`src/rtl/core/gcsm_pkg.sv`:
```
// gcsm_pkg: shared types, codes and default sizes for the stack-map lookup block
// no dependencies; used by the interfaces, the sequencer and the top level
package gcsm_pkg;

  localparam int unsigned NumPointsDef     = 256;
  localparam int unsigned DataWordsDef     = 1024;
  localparam int unsigned BaseWordsDef     = 1024;
  localparam int unsigned MaxRegsDef       = 64;
  localparam int unsigned DescBitsDef      = 6;
  localparam int unsigned MaxStackSlotsDef = 32;

  // descriptor word 0 flag positions
  localparam int unsigned FlagRegsNone  = 31;
  localparam int unsigned FlagRegsSame  = 30;
  localparam int unsigned FlagStackNone = 29;
  localparam int unsigned FlagStackSame = 28;

  localparam logic [6:0] NumRegsReset = 7'd32;
  localparam logic [8:0] EntriesReset = 9'd0;

  typedef enum logic [1:0] {
    OpWrIndex = 2'd0,
    OpWrData  = 2'd1,
    OpWrBase  = 2'd2,
    OpQuery   = 2'd3
  } op_e;

  typedef enum logic [1:0] {
    KindNotFound = 2'd0,
    KindRegMap   = 2'd1,
    KindStackOff = 2'd2,
    KindWrAck    = 2'd3
  } kind_e;

  typedef enum logic {
    CfgNumRegs      = 1'b0,
    CfgEntriesInUse = 1'b1
  } cfg_idx_e;

  typedef enum logic [4:0] {
    S_IDLE, S_REDUCE, S_WRITE, S_SRCH_RD, S_SRCH_CMP, S_RES_RDP, S_RES_RDD,
    S_RES_CHK, S_BASE_RD, S_BASE_CHK, S_SCAN_RD, S_SCAN_LAT, S_SCAN_BIT,
    S_SCAN_OFF, S_PUSH_MID, S_SCAN_ADV, S_PUSH_END
  } state_e;

  typedef struct packed {
    kind_e        kind;
    logic [63:0]  reg_bitmap;
    logic [31:0]  stack_offset;
  } result_t;

endpackage

```
`src/rtl/core/gcsm_ctrl.sv`:
```
// gcsm_ctrl: lookup sequencer: search, flag walk-back, bit scan and result register
// depends on gcsm_pkg; drives the point, descriptor and base memories in the top level
module gcsm_ctrl #(
  parameter int unsigned NumPoints     = gcsm_pkg::NumPointsDef,
  parameter int unsigned DataWords     = gcsm_pkg::DataWordsDef,
  parameter int unsigned BaseWords     = gcsm_pkg::BaseWordsDef,
  parameter int unsigned MaxRegs       = gcsm_pkg::MaxRegsDef,
  parameter int unsigned DescBits      = gcsm_pkg::DescBitsDef,
  parameter int unsigned MaxStackSlots = gcsm_pkg::MaxStackSlotsDef,
  localparam int unsigned PAW = $clog2(NumPoints),
  localparam int unsigned DAW = $clog2(DataWords),
  localparam int unsigned BAW = $clog2(BaseWords),
  localparam int unsigned PW  = 32 + DAW + BAW
) (
  input  logic                clk_i,
  input  logic                rst_ni,
  input  logic                in_valid_i,
  output logic                in_ready_o,
  input  gcsm_pkg::op_e       in_opcode_i,
  input  logic [9:0]          in_slot_i,
  input  logic [31:0]         in_pc_i,
  input  logic [31:0]         in_word_i,
  input  logic [9:0]          in_data_ptr_i,
  input  logic [9:0]          in_base_ptr_i,
  output logic                out_valid_o,
  input  logic                out_ready_i,
  output gcsm_pkg::result_t   out_res_o,
  output logic                out_last_o,
  input  logic [6:0]          num_regs_i,
  input  logic [8:0]          entries_i,
  output logic                pt_we_o,
  output logic [PAW-1:0]      pt_waddr_o,
  output logic [PW-1:0]       pt_wdata_o,
  output logic [PAW-1:0]      pt_raddr_o,
  input  logic [PW-1:0]       pt_rdata_i,
  output logic                ds_we_o,
  output logic [DAW-1:0]      ds_waddr_o,
  output logic [31:0]         ds_wdata_o,
  output logic [DAW-1:0]      ds_raddr_o,
  input  logic [31:0]         ds_rdata_i,
  output logic                bs_we_o,
  output logic [BAW-1:0]      bs_waddr_o,
  output logic [31:0]         bs_wdata_o,
  output logic [BAW-1:0]      bs_raddr_o,
  input  logic [31:0]         bs_rdata_i
);

  localparam int unsigned CW = PAW + 1;

  function automatic logic [DAW-1:0] d_wrap_add(input logic [DAW-1:0] a, input logic [2:0] b);
    logic [DAW:0] s;
    s = {1'b0, a} + (DAW+1)'(b);
    if (s >= (DAW+1)'(DataWords)) s = s - (DAW+1)'(DataWords);
    return s[DAW-1:0];
  endfunction

  function automatic logic [BAW-1:0] b_wrap_inc(input logic [BAW-1:0] a);
    logic [BAW:0] s;
    s = {1'b0, a} + (BAW+1)'(1);
    if (s >= (BAW+1)'(BaseWords)) s = '0;
    return s[BAW-1:0];
  endfunction

  gcsm_pkg::state_e state_q, state_d;
  logic             stack_q;
  logic             out_valid_q;

  gcsm_pkg::op_e    op_q;
  logic [9:0]       slot_q;
  logic [31:0]      pc_q;
  logic [31:0]      wword_q;
  logic [9:0]       dp_q, bp_q;
  logic [CW-1:0]    left_q, rp1_q;
  logic [PAW-1:0]   entry_q, cur_q;
  logic [DAW-1:0]   dstart_q;
  logic [BAW-1:0]   bstart_q, kaddr_q;
  logic             regs_flag_q;
  logic [7:0]       pos_q;
  logic [6:0]       cnt_q;
  logic [5:0]       idx_q;
  logic [31:0]      sword_q;
  logic [63:0]      bitmap_q;
  logic [31:0]      new_q;
  gcsm_pkg::result_t pend_q, out_res_q;
  logic             out_last_q;

  // shared combinational terms
  logic [CW-1:0]  n_lim;
  logic [6:0]     nregs;
  logic [CW:0]    mid_sum;
  logic [PAW-1:0] mid;
  logic [31:0]    probe_addr;
  logic           s_eq, s_lt, s_empty;
  logic [CW-1:0]  nl, nr;
  logic           f_none, f_same, cur_zero, dead, found;
  logic           dp_big, bp_big;
  logic           cur_bit;
  logic [31:0]    raw_cnt;
  logic [6:0]     slots;
  logic           switch_stack, out_free;
  logic [63:0]    bitmap_d;
  gcsm_pkg::state_e adv_state;

  assign n_lim = ({23'd0, entries_i} > 32'(NumPoints)) ? CW'(NumPoints) : CW'(entries_i);
  assign nregs = ({25'd0, num_regs_i} > 32'(MaxRegs)) ? 7'(MaxRegs) : num_regs_i;
  assign mid_sum = {1'b0, left_q} + {1'b0, rp1_q} - (CW+1)'(1);
  assign mid = mid_sum[PAW:1];
  assign probe_addr = pt_rdata_i[PW-1 -: 32];
  assign s_eq = (pc_q == probe_addr);
  assign s_lt = (pc_q < probe_addr);
  assign nl = s_lt ? left_q : ({1'b0, mid} + CW'(1));
  assign nr = s_lt ? {1'b0, mid} : rp1_q;
  assign s_empty = (nl >= nr);

  assign f_none = stack_q ? ds_rdata_i[gcsm_pkg::FlagStackNone]
                          : ds_rdata_i[gcsm_pkg::FlagRegsNone];
  assign f_same = stack_q ? ds_rdata_i[gcsm_pkg::FlagStackSame]
                          : ds_rdata_i[gcsm_pkg::FlagRegsSame];
  assign cur_zero = (cur_q == '0);
  assign dead  = f_none || (f_same && cur_zero);
  assign found = !f_none && !f_same;

  assign dp_big = ({22'd0, dp_q} >= 32'(DataWords));
  assign bp_big = ({22'd0, bp_q} >= 32'(BaseWords));

  assign cur_bit = sword_q[5'd31 - pos_q[4:0]];
  assign raw_cnt = bs_rdata_i;
  assign slots = raw_cnt[31] ? 7'd0
               : (raw_cnt > 32'(MaxStackSlots)) ? 7'(MaxStackSlots) : raw_cnt[6:0];

  assign out_free = !out_valid_q || out_ready_i;

  always_comb begin
    bitmap_d = bitmap_q;
    if (state_q == gcsm_pkg::S_SCAN_BIT && !stack_q && cur_bit) bitmap_d[idx_q] = 1'b1;
  end

  // end of register part: go on with the stack part from the hit entry
  assign switch_stack = !stack_q &&
      ((state_q == gcsm_pkg::S_RES_CHK && (dead || (found && nregs == 7'd0))) ||
       (state_q == gcsm_pkg::S_SCAN_BIT && cnt_q == 7'd1));

  always_comb begin
    if (cnt_q == 7'd1) begin
      adv_state = stack_q ? gcsm_pkg::S_PUSH_END : gcsm_pkg::S_RES_RDP;
    end else if (pos_q[4:0] == 5'd31) begin
      adv_state = gcsm_pkg::S_SCAN_RD;
    end else begin
      adv_state = gcsm_pkg::S_SCAN_BIT;
    end
  end

  // next state
  always_comb begin
    state_d = state_q;
    unique case (state_q)
      gcsm_pkg::S_IDLE: begin
        if (in_valid_i) begin
          unique case (in_opcode_i)
            gcsm_pkg::OpWrIndex: state_d = gcsm_pkg::S_REDUCE;
            gcsm_pkg::OpWrData,
            gcsm_pkg::OpWrBase:  state_d = gcsm_pkg::S_WRITE;
            gcsm_pkg::OpQuery:   state_d = (n_lim == '0) ? gcsm_pkg::S_PUSH_END
                                                         : gcsm_pkg::S_SRCH_RD;
            default:             state_d = gcsm_pkg::S_IDLE;
          endcase
        end
      end
      gcsm_pkg::S_REDUCE:   if (!dp_big && !bp_big) state_d = gcsm_pkg::S_WRITE;
      gcsm_pkg::S_WRITE:    state_d = gcsm_pkg::S_PUSH_END;
      gcsm_pkg::S_SRCH_RD:  state_d = gcsm_pkg::S_SRCH_CMP;
      gcsm_pkg::S_SRCH_CMP: begin
        if (s_eq) state_d = gcsm_pkg::S_RES_RDP;
        else if (s_empty) state_d = gcsm_pkg::S_PUSH_END;
        else state_d = gcsm_pkg::S_SRCH_RD;
      end
      gcsm_pkg::S_RES_RDP:  state_d = gcsm_pkg::S_RES_RDD;
      gcsm_pkg::S_RES_RDD:  state_d = gcsm_pkg::S_RES_CHK;
      gcsm_pkg::S_RES_CHK: begin
        priority if (dead) begin
          state_d = stack_q ? gcsm_pkg::S_PUSH_END : gcsm_pkg::S_RES_RDP;
        end else if (found) begin
          if (stack_q) state_d = gcsm_pkg::S_BASE_RD;
          else state_d = (nregs == 7'd0) ? gcsm_pkg::S_RES_RDP : gcsm_pkg::S_SCAN_RD;
        end else begin
          state_d = gcsm_pkg::S_RES_RDP;
        end
      end
      gcsm_pkg::S_BASE_RD:  state_d = gcsm_pkg::S_BASE_CHK;
      gcsm_pkg::S_BASE_CHK: state_d = (slots == 7'd0) ? gcsm_pkg::S_PUSH_END
                                                      : gcsm_pkg::S_SCAN_RD;
      gcsm_pkg::S_SCAN_RD:  state_d = gcsm_pkg::S_SCAN_LAT;
      gcsm_pkg::S_SCAN_LAT: state_d = gcsm_pkg::S_SCAN_BIT;
      gcsm_pkg::S_SCAN_BIT: state_d = (stack_q && cur_bit) ? gcsm_pkg::S_SCAN_OFF : adv_state;
      gcsm_pkg::S_SCAN_OFF: state_d = gcsm_pkg::S_PUSH_MID;
      gcsm_pkg::S_PUSH_MID: if (out_free) state_d = gcsm_pkg::S_SCAN_ADV;
      gcsm_pkg::S_SCAN_ADV: state_d = adv_state;
      gcsm_pkg::S_PUSH_END: if (out_free) state_d = gcsm_pkg::S_IDLE;
      default:              state_d = gcsm_pkg::S_IDLE;
    endcase
  end

  // memory ports and handshake outputs
  always_comb begin
    in_ready_o = (state_q == gcsm_pkg::S_IDLE);
    pt_we_o    = (state_q == gcsm_pkg::S_WRITE) && (op_q == gcsm_pkg::OpWrIndex) &&
                 ({22'd0, slot_q} < 32'(NumPoints));
    pt_waddr_o = PAW'(slot_q);
    pt_wdata_o = {pc_q, DAW'(dp_q), BAW'(bp_q)};
    ds_we_o    = (state_q == gcsm_pkg::S_WRITE) && (op_q == gcsm_pkg::OpWrData) &&
                 ({22'd0, slot_q} < 32'(DataWords));
    ds_waddr_o = DAW'(slot_q);
    ds_wdata_o = wword_q;
    bs_we_o    = (state_q == gcsm_pkg::S_WRITE) && (op_q == gcsm_pkg::OpWrBase) &&
                 ({22'd0, slot_q} < 32'(BaseWords));
    bs_waddr_o = BAW'(slot_q);
    bs_wdata_o = wword_q;
    pt_raddr_o = (state_q == gcsm_pkg::S_SRCH_RD) ? mid : cur_q;
    ds_raddr_o = (state_q == gcsm_pkg::S_RES_RDD) ? pt_rdata_i[DAW+BAW-1 -: DAW]
                                                  : d_wrap_add(dstart_q, pos_q[7:5]);
    bs_raddr_o = (state_q == gcsm_pkg::S_BASE_RD) ? bstart_q : kaddr_q;
  end

  assign out_valid_o = out_valid_q;
  assign out_res_o   = out_res_q;
  assign out_last_o  = out_last_q;

  always_ff @(posedge clk_i or negedge rst_ni) begin
    if (!rst_ni) begin
      state_q     <= gcsm_pkg::S_IDLE;
      stack_q     <= 1'b0;
      out_valid_q <= 1'b0;
    end else begin
      state_q <= state_d;
      if (state_q == gcsm_pkg::S_IDLE) stack_q <= 1'b0;
      else if (switch_stack) stack_q <= 1'b1;
      if ((state_q == gcsm_pkg::S_PUSH_MID || state_q == gcsm_pkg::S_PUSH_END) && out_free) begin
        out_valid_q <= 1'b1;
      end else if (out_ready_i) begin
        out_valid_q <= 1'b0;
      end
    end
  end

  always_ff @(posedge clk_i) begin
    unique case (state_q)
      gcsm_pkg::S_IDLE: begin
        if (in_valid_i) begin
          op_q     <= in_opcode_i;
          slot_q   <= in_slot_i;
          pc_q     <= in_pc_i;
          wword_q  <= in_word_i;
          dp_q     <= in_data_ptr_i;
          bp_q     <= in_base_ptr_i;
          left_q   <= '0;
          rp1_q    <= n_lim;
          bitmap_q <= '0;
          pend_q   <= '{kind: gcsm_pkg::KindNotFound, reg_bitmap: '0, stack_offset: '0};
        end
      end
      gcsm_pkg::S_REDUCE: begin
        // pointers are kept reduced modulo the store depth
        if (dp_big) dp_q <= dp_q - 10'(DataWords);
        if (bp_big) bp_q <= bp_q - 10'(BaseWords);
      end
      gcsm_pkg::S_WRITE: begin
        pend_q <= '{kind: gcsm_pkg::KindWrAck, reg_bitmap: '0, stack_offset: '0};
      end
      gcsm_pkg::S_SRCH_CMP: begin
        entry_q <= mid;
        cur_q   <= mid;
        left_q  <= nl;
        rp1_q   <= nr;
      end
      gcsm_pkg::S_RES_RDD: begin
        dstart_q <= pt_rdata_i[DAW+BAW-1 -: DAW];
        bstart_q <= pt_rdata_i[BAW-1:0];
      end
      gcsm_pkg::S_RES_CHK: begin
        regs_flag_q <= ds_rdata_i[gcsm_pkg::FlagRegsNone] | ds_rdata_i[gcsm_pkg::FlagRegsSame];
        pos_q <= 8'(DescBits);
        cnt_q <= nregs;
        idx_q <= '0;
        if (!dead && !found) cur_q <= cur_q - PAW'(1);
        if (switch_stack) begin
          cur_q  <= entry_q;
          pend_q <= '{kind: gcsm_pkg::KindRegMap, reg_bitmap: bitmap_d, stack_offset: '0};
        end
      end
      gcsm_pkg::S_BASE_CHK: begin
        pos_q   <= 8'(DescBits) + (regs_flag_q ? 8'd0 : {1'b0, nregs});
        cnt_q   <= slots;
        kaddr_q <= b_wrap_inc(bstart_q);
      end
      gcsm_pkg::S_SCAN_LAT: sword_q <= ds_rdata_i;
      gcsm_pkg::S_SCAN_BIT: begin
        bitmap_q <= bitmap_d;
        if (!(stack_q && cur_bit)) begin
          pos_q   <= pos_q + 8'd1;
          cnt_q   <= cnt_q - 7'd1;
          idx_q   <= idx_q + 6'd1;
          kaddr_q <= b_wrap_inc(kaddr_q);
        end
        if (switch_stack) begin
          cur_q  <= entry_q;
          pend_q <= '{kind: gcsm_pkg::KindRegMap, reg_bitmap: bitmap_d, stack_offset: '0};
        end
      end
      gcsm_pkg::S_SCAN_OFF: new_q <= bs_rdata_i;
      gcsm_pkg::S_PUSH_MID: begin
        if (out_free) begin
          out_res_q  <= pend_q;
          out_last_q <= 1'b0;
          pend_q     <= '{kind: gcsm_pkg::KindStackOff, reg_bitmap: '0, stack_offset: new_q};
        end
      end
      gcsm_pkg::S_SCAN_ADV: begin
        pos_q   <= pos_q + 8'd1;
        cnt_q   <= cnt_q - 7'd1;
        idx_q   <= idx_q + 6'd1;
        kaddr_q <= b_wrap_inc(kaddr_q);
      end
      gcsm_pkg::S_PUSH_END: begin
        if (out_free) begin
          out_res_q  <= pend_q;
          out_last_q <= 1'b1;
        end
      end
      default: ;
    endcase
  end

  a_search_nonempty: assert property (@(posedge clk_i) disable iff (!rst_ni)
    state_q == gcsm_pkg::S_SRCH_RD |-> left_q < rp1_q)
    else $error("search probe with an empty range");

  a_scan_count: assert property (@(posedge clk_i) disable iff (!rst_ni)
    (state_q == gcsm_pkg::S_SCAN_BIT || state_q == gcsm_pkg::S_SCAN_ADV) |-> cnt_q != 7'd0)
    else $error("bit scan with nothing left to scan");

  a_end_to_idle: assert property (@(posedge clk_i) disable iff (!rst_ni)
    state_q == gcsm_pkg::S_PUSH_END && out_free |=> state_q == gcsm_pkg::S_IDLE && out_last_q)
    else $error("final item did not close the lookup");

  a_ack_last: assert property (@(posedge clk_i) disable iff (!rst_ni)
    state_q == gcsm_pkg::S_PUSH_MID && out_free |=> !out_last_q &&
      out_res_q.kind != gcsm_pkg::KindWrAck && out_res_q.kind != gcsm_pkg::KindNotFound)
    else $error("intermediate item of wrong kind");

endmodule

```
`config.mk`:
```
export PLATFORM = sky130hd
export DESIGN_NAME = gcsm_ctrl
export DESIGN_NICKNAME = d
export VERILOG_FILES = /design/src/rtl/core/gcsm_pkg.sv /design/src/rtl/core/gcsm_ctrl.sv
export SDC_FILE = /design/constraint.sdc
export NUM_CORES = 1
export LEC_CHECK = 0
export ABC_AREA = 1
export BUFFER_PORTS_ARGS = -buffer_cell sky130_fd_sc_hd__buf_2
export CAP_MARGIN = 20
export CORE_ASPECT_RATIO = 2
export CORE_UTILIZATION = 25
export DETAILED_ROUTE_END_ITERATION = 12
export SKIP_CTS_REPAIR_TIMING = 1
export SYNTH_ARGS = -nofsm -noshare
export SYNTH_HDL_FRONTEND = slang
export SYNTH_SLANG_ARGS = --single-unit
```
`constraint.sdc`:
```
create_clock -name clk_i -period 18.84 [get_ports clk_i]
set_input_delay 3.768 -clock clk_i [delete_from_list [all_inputs] [get_ports clk_i]]
set_output_delay 3.768 -clock clk_i [all_outputs]
set_load 0.005 [all_outputs]
```
==> results.ini, run 1 <==
[status]
status = finished clean

[hold_path]
hp-start = pend_q[28]
hold_class = reg -> reg

[place]
post_dp_cell_area_sq_um = 26340
dp_hpwl_um = 54450
gp_congestion = 0.8808
portBuffers = 507

[worst_setup_path]
cpPeakStageDelay_ns = 0.16
critical_path.most_common_cell = buf_2
cp_cell_sequence = buf_2 -> nand2_1 -> o21ai_0 -> buf_2
crit_path_max_fanout = 2
r2r-start = pc_q[19]
critPathLaunch = pt_rdata_i[13]
critPathArrivalTime_ns = 4.17
critPathCaptureType = primary output
critical_path_class = in -> out
crit_required_ns = 15.07
critPathSlowestCell = buf_2
critPathLaunchType = input port

[job]
maxCapViolCount = 0

[die]
die_area_sq_um = 92250
coreArea_sq_um = 90180
rows = 156
initial_core_util_pct = 25.22
die_x_um = 215.3
fp.dieH_um = 428.5
io_pins = 508

[drt]
route.met3.wl_um = 5023
wire_per_inst_um = 18.66
drc = 0
wl_um = 68660
ant_nets = 0
drt-met1-wl_um = 26440
vias_per_cell = 4.311
drtIter0Drc = 961
dr.pass1.iters = 7
highest_layer = met5
vias = 15860
met2_length_um = 34540

[power]
peakVddDrop_mv = 0.09245
p_leak_nw = 11.37
powerDensity_nw_per_um2 = 147.7

[finish]
final-seq-area_sq_um = 15400
final_cell_mix = edfxtp_1, buf_2, nor2_1, nand2_1, inv_1
fillers = 9299
multi_input_comb_area_sq_um = 5861
drive_gt1_share_pct = 25.63
fin_util_pct = 30.98
finalNetCount = 2758
syn_to_final_growth_pct = 22.84
stdcell_area_sq_um = 27930

[global_route]
grt_pass1_vias = 15610
grt_pass1_wl_um = 98640
grt_antenna_before_repair = 20
gr-total-overflow = 0
grt_max_degree = 69
grt_usage_pct = 14.58

[timing]
fin_crit_sh_pct = 42.12
fmax_mhz = 126.0
rsz0062_at_grt = false
hold_slack_ns = 0.4165
setup_violations = 0
finalCriticalPeriod_ns = 7.935
setup_tns_ns = 0
fin_skew_ns = 0.02507
hold_violations = 0
worst_pin_slew_ns = 1.041
drv_slew = 0
slew_headroom_pct = 30.37

[synth]
syn_avg_cell_area_sq_um = 11.54
netlist_area_sq_um = 22740
synth-edff-count = 507
synthFlopType = edfxtp_1
async_reset_ff_share_pct = 1.362
yosysWarnings = 0
netlist.area_leader.share_pct = 66.95
syn_nets = 2275
synth_top_cell_by_area = edfxtp_1
netlist_instances = 1971
yosysSeqAreaShare_pct = 67.72
synthTopCellsByArea = edfxtp_1, nor2_1, nand2_1
synth_seq_cells = 514
synth_cell_types = 55

[cts]
cts_root_buf = clkbuf_16
cts_buffers = 49
cts_tree = yes
cts_sinks = 514
clk_pin_slew_ns = 0.07
worstSkewPairLatency_ns = 0.62
clk_path_buf_depth = 3
cts_htree_levels = 2

## stage by stage
step | total power [W] | std cells | setup slack, ns
2_1_floorplan | 0.002725 | 1971 | 9.445
3_3_place_gp | 0.003154 | 3587 | 10.91
3_5_place_dp | 0.003175 | 3587 | 10.86
4_1_cts | 0.004188 | 3673 | 10.90
5_1_grt | 0.004391 | 3675 | 10.87
6_report | 0.004127 | 3679 | 10.91
## power breakdown
part	total, W	switching, W	internal [W]	leakage, nW
clock network	0.000989	0.000457	0.000533	0.755
logic	0.00129	0.000868	0.000421	5.74
registers	0.00185	0.000117	0.00173	4.87
## cell families after synthesis
logic type	after synthesis	share of synthesized area [%]
flip-flops	514	67.72
buffers and inverters	339	6.773
multiplexers	3	0.1485
adder cells (fa/ha/maj)	72	4.028
AND/OR/NAND/NOR	765	14.04
XOR/XNOR	36	1.453
AO/OA/AOI/OAI	242	5.843
## final timing paths
check	cells past startpoint	end	slack, ns
setup reg to reg	19	state_q[4]	14.11
hold / removal	0	out_res_o[28]	0.42
setup / recovery	4	ds_raddr_o[3]	10.91
hold reg to reg	0	out_res_o[28]	0.42
max in group asynchronous	1	state_q[0]	15.63
min in group asynchronous	1	stack_q	3.01
## sequential cells by signal (all words and copies together) (netlist names), 5 cells and up
register,cells
out_res_o,98
pend_q,98
bitmap_q,64
bs_wdata_o,32
new_q,32
pc_q,32
sword_q,32
bp_q,10
bs_waddr_o,10
bstart_q,10
dp_q,10
dstart_q,10
kaddr_q,10
left_q,9
rp1_q,9
cur_q,8
entry_q,8
pos_q,8
cnt_q,7
idx_q,6
state_q,5
## synthesized netlist by cell type, types with 4 or more instances
library cell / instances
buf_4: 54
or2_2: 8
o31ai_1: 4
nand2_1: 281
o21ai_0: 69
nor2_2: 4
o21ai_1: 7
dfrtp_1: 7
clkbuf_1: 24
nand3_1: 86
nand3b_1: 7
and3_1: 4
inv_1: 240
edfxtp_1: 507
nor3_1: 31
a21oi_1: 119
buf_2: 9
o21bai_1: 13
nor2_1: 314
buf_6: 4
xnor2_1: 10
o211ai_1: 5
xor2_1: 24
ha_1: 70
nand4_1: 16
o22ai_1: 10
## layout make-up
cell class | instances | area share [%]
well taps | 1185 | 5.308
inverters | 247 | 3.364
repair buffers | 524 | 9.585
multi-input cells | 1118 | 20.98
flip-flops and latches | 514 | 55.13
diodes | 5 | 0.04479
clock inverters | 30 | 1.030
clock buffers | 56 | 4.560
## routing by layer
metal	GRT usage, %	up-vias
li1	-	7658
met1	16.46	7407
met2	26.26	656
met3	3.284	125
met4	5.825	16
met5	0	-
## worst max-delay path, delay by kind of cell
family          cells  cell delay, ns
buf+inv             2            0.26
simple gates        1            0.05
compound gates      1            0.08
(Power assumes the default switching activity.)
==> run 2, diff against run 1 <==
- clock period: 18.84 -> 7 ns (I/O delays scaled with it)
==> results.ini, run 2 (synthesis results as in run 1) <==
[power]
powerDensity_nw_per_um2 = 407.6  ; +180%
p_leak_nw = 11.43  ; +0.54%
netSwitchingFraction_pct = 35.74  ; +0.83 points
pwr-share-seq_pct = 43.6  ; -1.2 points
p_int_w = 0.007351  ; +170%
comb_power_share_pct = 31.7  ; +0.5 points
peakVddDrop_mv = 0.2671  ; +190%
power_frac_clock_pct = 24.7  ; +0.7 points
power_switching_w = 0.004089  ; +180%

[timing]
fin_skew_ns = 0.02178  ; -0.003285 ns
hold_slack_ns = 0.4177  ; +0.001172 ns
setup_tns_ns = 0  ; unchanged
drv_slew = 0  ; unchanged
worst_pin_slew_ns = 1.009  ; -0.03196 ns
fmax_mhz = 214.0
hold_violations = 0  ; unchanged
rsz0062_at_grt = false
finalCriticalPeriod_ns = 4.673
slew_headroom_pct = 32.70  ; +2.3 points
fin_crit_sh_pct = 66.75
setup_violations = 0  ; unchanged

[worst_setup_path]
critical_path_class = in -> reg
critPathLaunchType = input port
critPathCaptureType = flip-flop
crit_path_max_fanout = 13  ; +11
critPathArrivalTime_ns = 5.18  ; +1.01 ns
crit_required_ns = 7.51  ; -7.56 ns

[finish]
final-seq-area_sq_um = 15400  ; unchanged
syn_to_final_growth_pct = 23.43
finalNetCount = 2759  ; +0.036%
final_cell_mix = edfxtp_1, buf_2, nor2_1, nand2_1, inv_1
multi_input_comb_area_sq_um = 5861  ; unchanged
instances_no_fill = 3688  ; +0.24%
fillers = 9291  ; -0.086%
stdcell_area_sq_um = 28070  ; +0.48%
drive_gt1_share_pct = 25.88  ; +0.25 points

[drt]
vias_per_cell = 4.348  ; +0.85%
dr.pass1.iters = 5  ; -2
wl_um = 71010  ; +3.4%
ant_nets = 0  ; unchanged
wire_per_inst_um = 19.25  ; +3.2%
drtIter0Drc = 798  ; -17%
vias = 16040  ; +1.1%
drc = 0  ; unchanged

[cts]
clk_path_buf_depth = 3  ; unchanged
cts_htree_levels = 2  ; unchanged
cts_root_buf = clkbuf_16
worstSkewPairLatency_ns = 0.62  ; about the same
clk_pin_slew_ns = 0.06  ; about the same
cts_sinks = 514  ; unchanged
cts_tree = yes
cts_buffers = 49  ; unchanged

[global_route]
met1_usage_pct = 16.63  ; +0.17 points
grt_pass1_vias = 15940  ; +2.1%
grt_usage_pct = 15.08  ; +0.50 points
grt_max_degree = 68  ; -1.4%
grt_busiest_layer = met2
use_met3_pct = 4.050  ; +0.77 points
use_met2_pct = 26.86  ; +0.60 points
grt_pass1_wl_um = 101500  ; +2.9%
gr-total-overflow = 0  ; unchanged
grt_antenna_before_repair = 21  ; +5.0%

[job]
maxCapViolCount = 0  ; unchanged

[die]
initial_core_util_pct = 25.22  ; unchanged
die_area_sq_um = 92250  ; unchanged
fp.dieH_um = 428.5  ; unchanged
io_pins = 508  ; unchanged
coreArea_sq_um = 90180  ; unchanged
rows = 156  ; unchanged
die_x_um = 215.3  ; unchanged

[place]
gp_congestion = 0.9024  ; +2.5%
dp_hpwl_um = 56110  ; +3.1%
dp_cells = 3588  ; +0.028%
post_dp_cell_area_sq_um = 26350  ; about the same
portBuffers = 507  ; unchanged

[hold_path]
hold_class = reg -> reg

[status]
status = finished clean

[run 2: power by group through the flow]
stage,sequential (W),combinational [W],clock [W]
2_1_floorplan,0.00507,0.00223,0
5_1_grt,0.00507,0.00401,0.00301
3_3_place_gp,0.00504,0.00362,0
3_5_place_dp,0.00506,0.00365,0
6_report,0.00499,0.00363,0.00282
4_1_cts,0.00501,0.00367,0.00292
[run 2: per-layer routing]
metal,share of wire [%],wire [um],vias to the layer above
met5,0.18,126,-
met4,4.0,2846,20
met3,7.8,5546,134
met2,50,35470,678
met1,38,27020,7536
li1,-,-,7668
[run 2: layout make-up]
cell class	count	area share, %
antenna	7	0.06241
clock buffer	54	4.511
clock inverter	38	1.489
inverter	247	3.348
multi-input combinational	1118	20.88
sequential	514	54.86
tap	1185	5.282
timing repair buffer	525	9.566
[run 2: per-stage QoR]
step / total power, W / setup WS [ns] / util (%)
2_1_floorplan: 0.007301 / 0.4700 / -
3_3_place_gp: 0.008659 / 1.656 / 29.22
3_5_place_dp: 0.008715 / 1.708 / 29.22
4_1_cts: 0.01160 / 2.292 / 31.09
5_1_grt: 0.01210 / 1.995 / 31.11
6_report: 0.01144 / 2.327 / 31.13
[run 2: final timing paths]
| check | startpoint | to | slack [ns] | cells past startpoint |
|---|---|---|---|---|
| worst min register to register | pend_q[19] | out_res_o[19] | 0.42 | 0 |
| worst max-delay path | pt_rdata_i[39] | state_q[4] | 2.33 | 26 |
| worst min-delay path | pend_q[19] | out_res_o[19] | 0.42 | 0 |
| worst max register to register | pc_q[29] | state_q[4] | 2.62 | 21 |
| max in group asynchronous | rst_ni | state_q[2] | 6.17 | 1 |
| min in group asynchronous | rst_ni | out_valid_o | 0.63 | 1 |
[run 2: critical path, cell delays in order]
cell and delay, ns:
buf_2 0.08, inv_1 0.03, ha_1 0.28, nand2_1 0.12, inv_1 0.22, nand4_1 0.37
nor3_1 0.33, nand2_1 0.11, nand4_1 0.41, buf_4 0.28, nand2_1 0.07, o21ai_0 0.11
inv_1 0.08, ha_1 0.31, a21oi_1 0.13, o21ai_0 0.14, nand2_1 0.09, nand3_1 0.08
nor2_1 0.14, nor2_1 0.05, nor2_1 0.09, nand2_1 0.05, inv_1 0.05, nand2_1 0.04
nand2_1 0.05, nand2_1 0.04
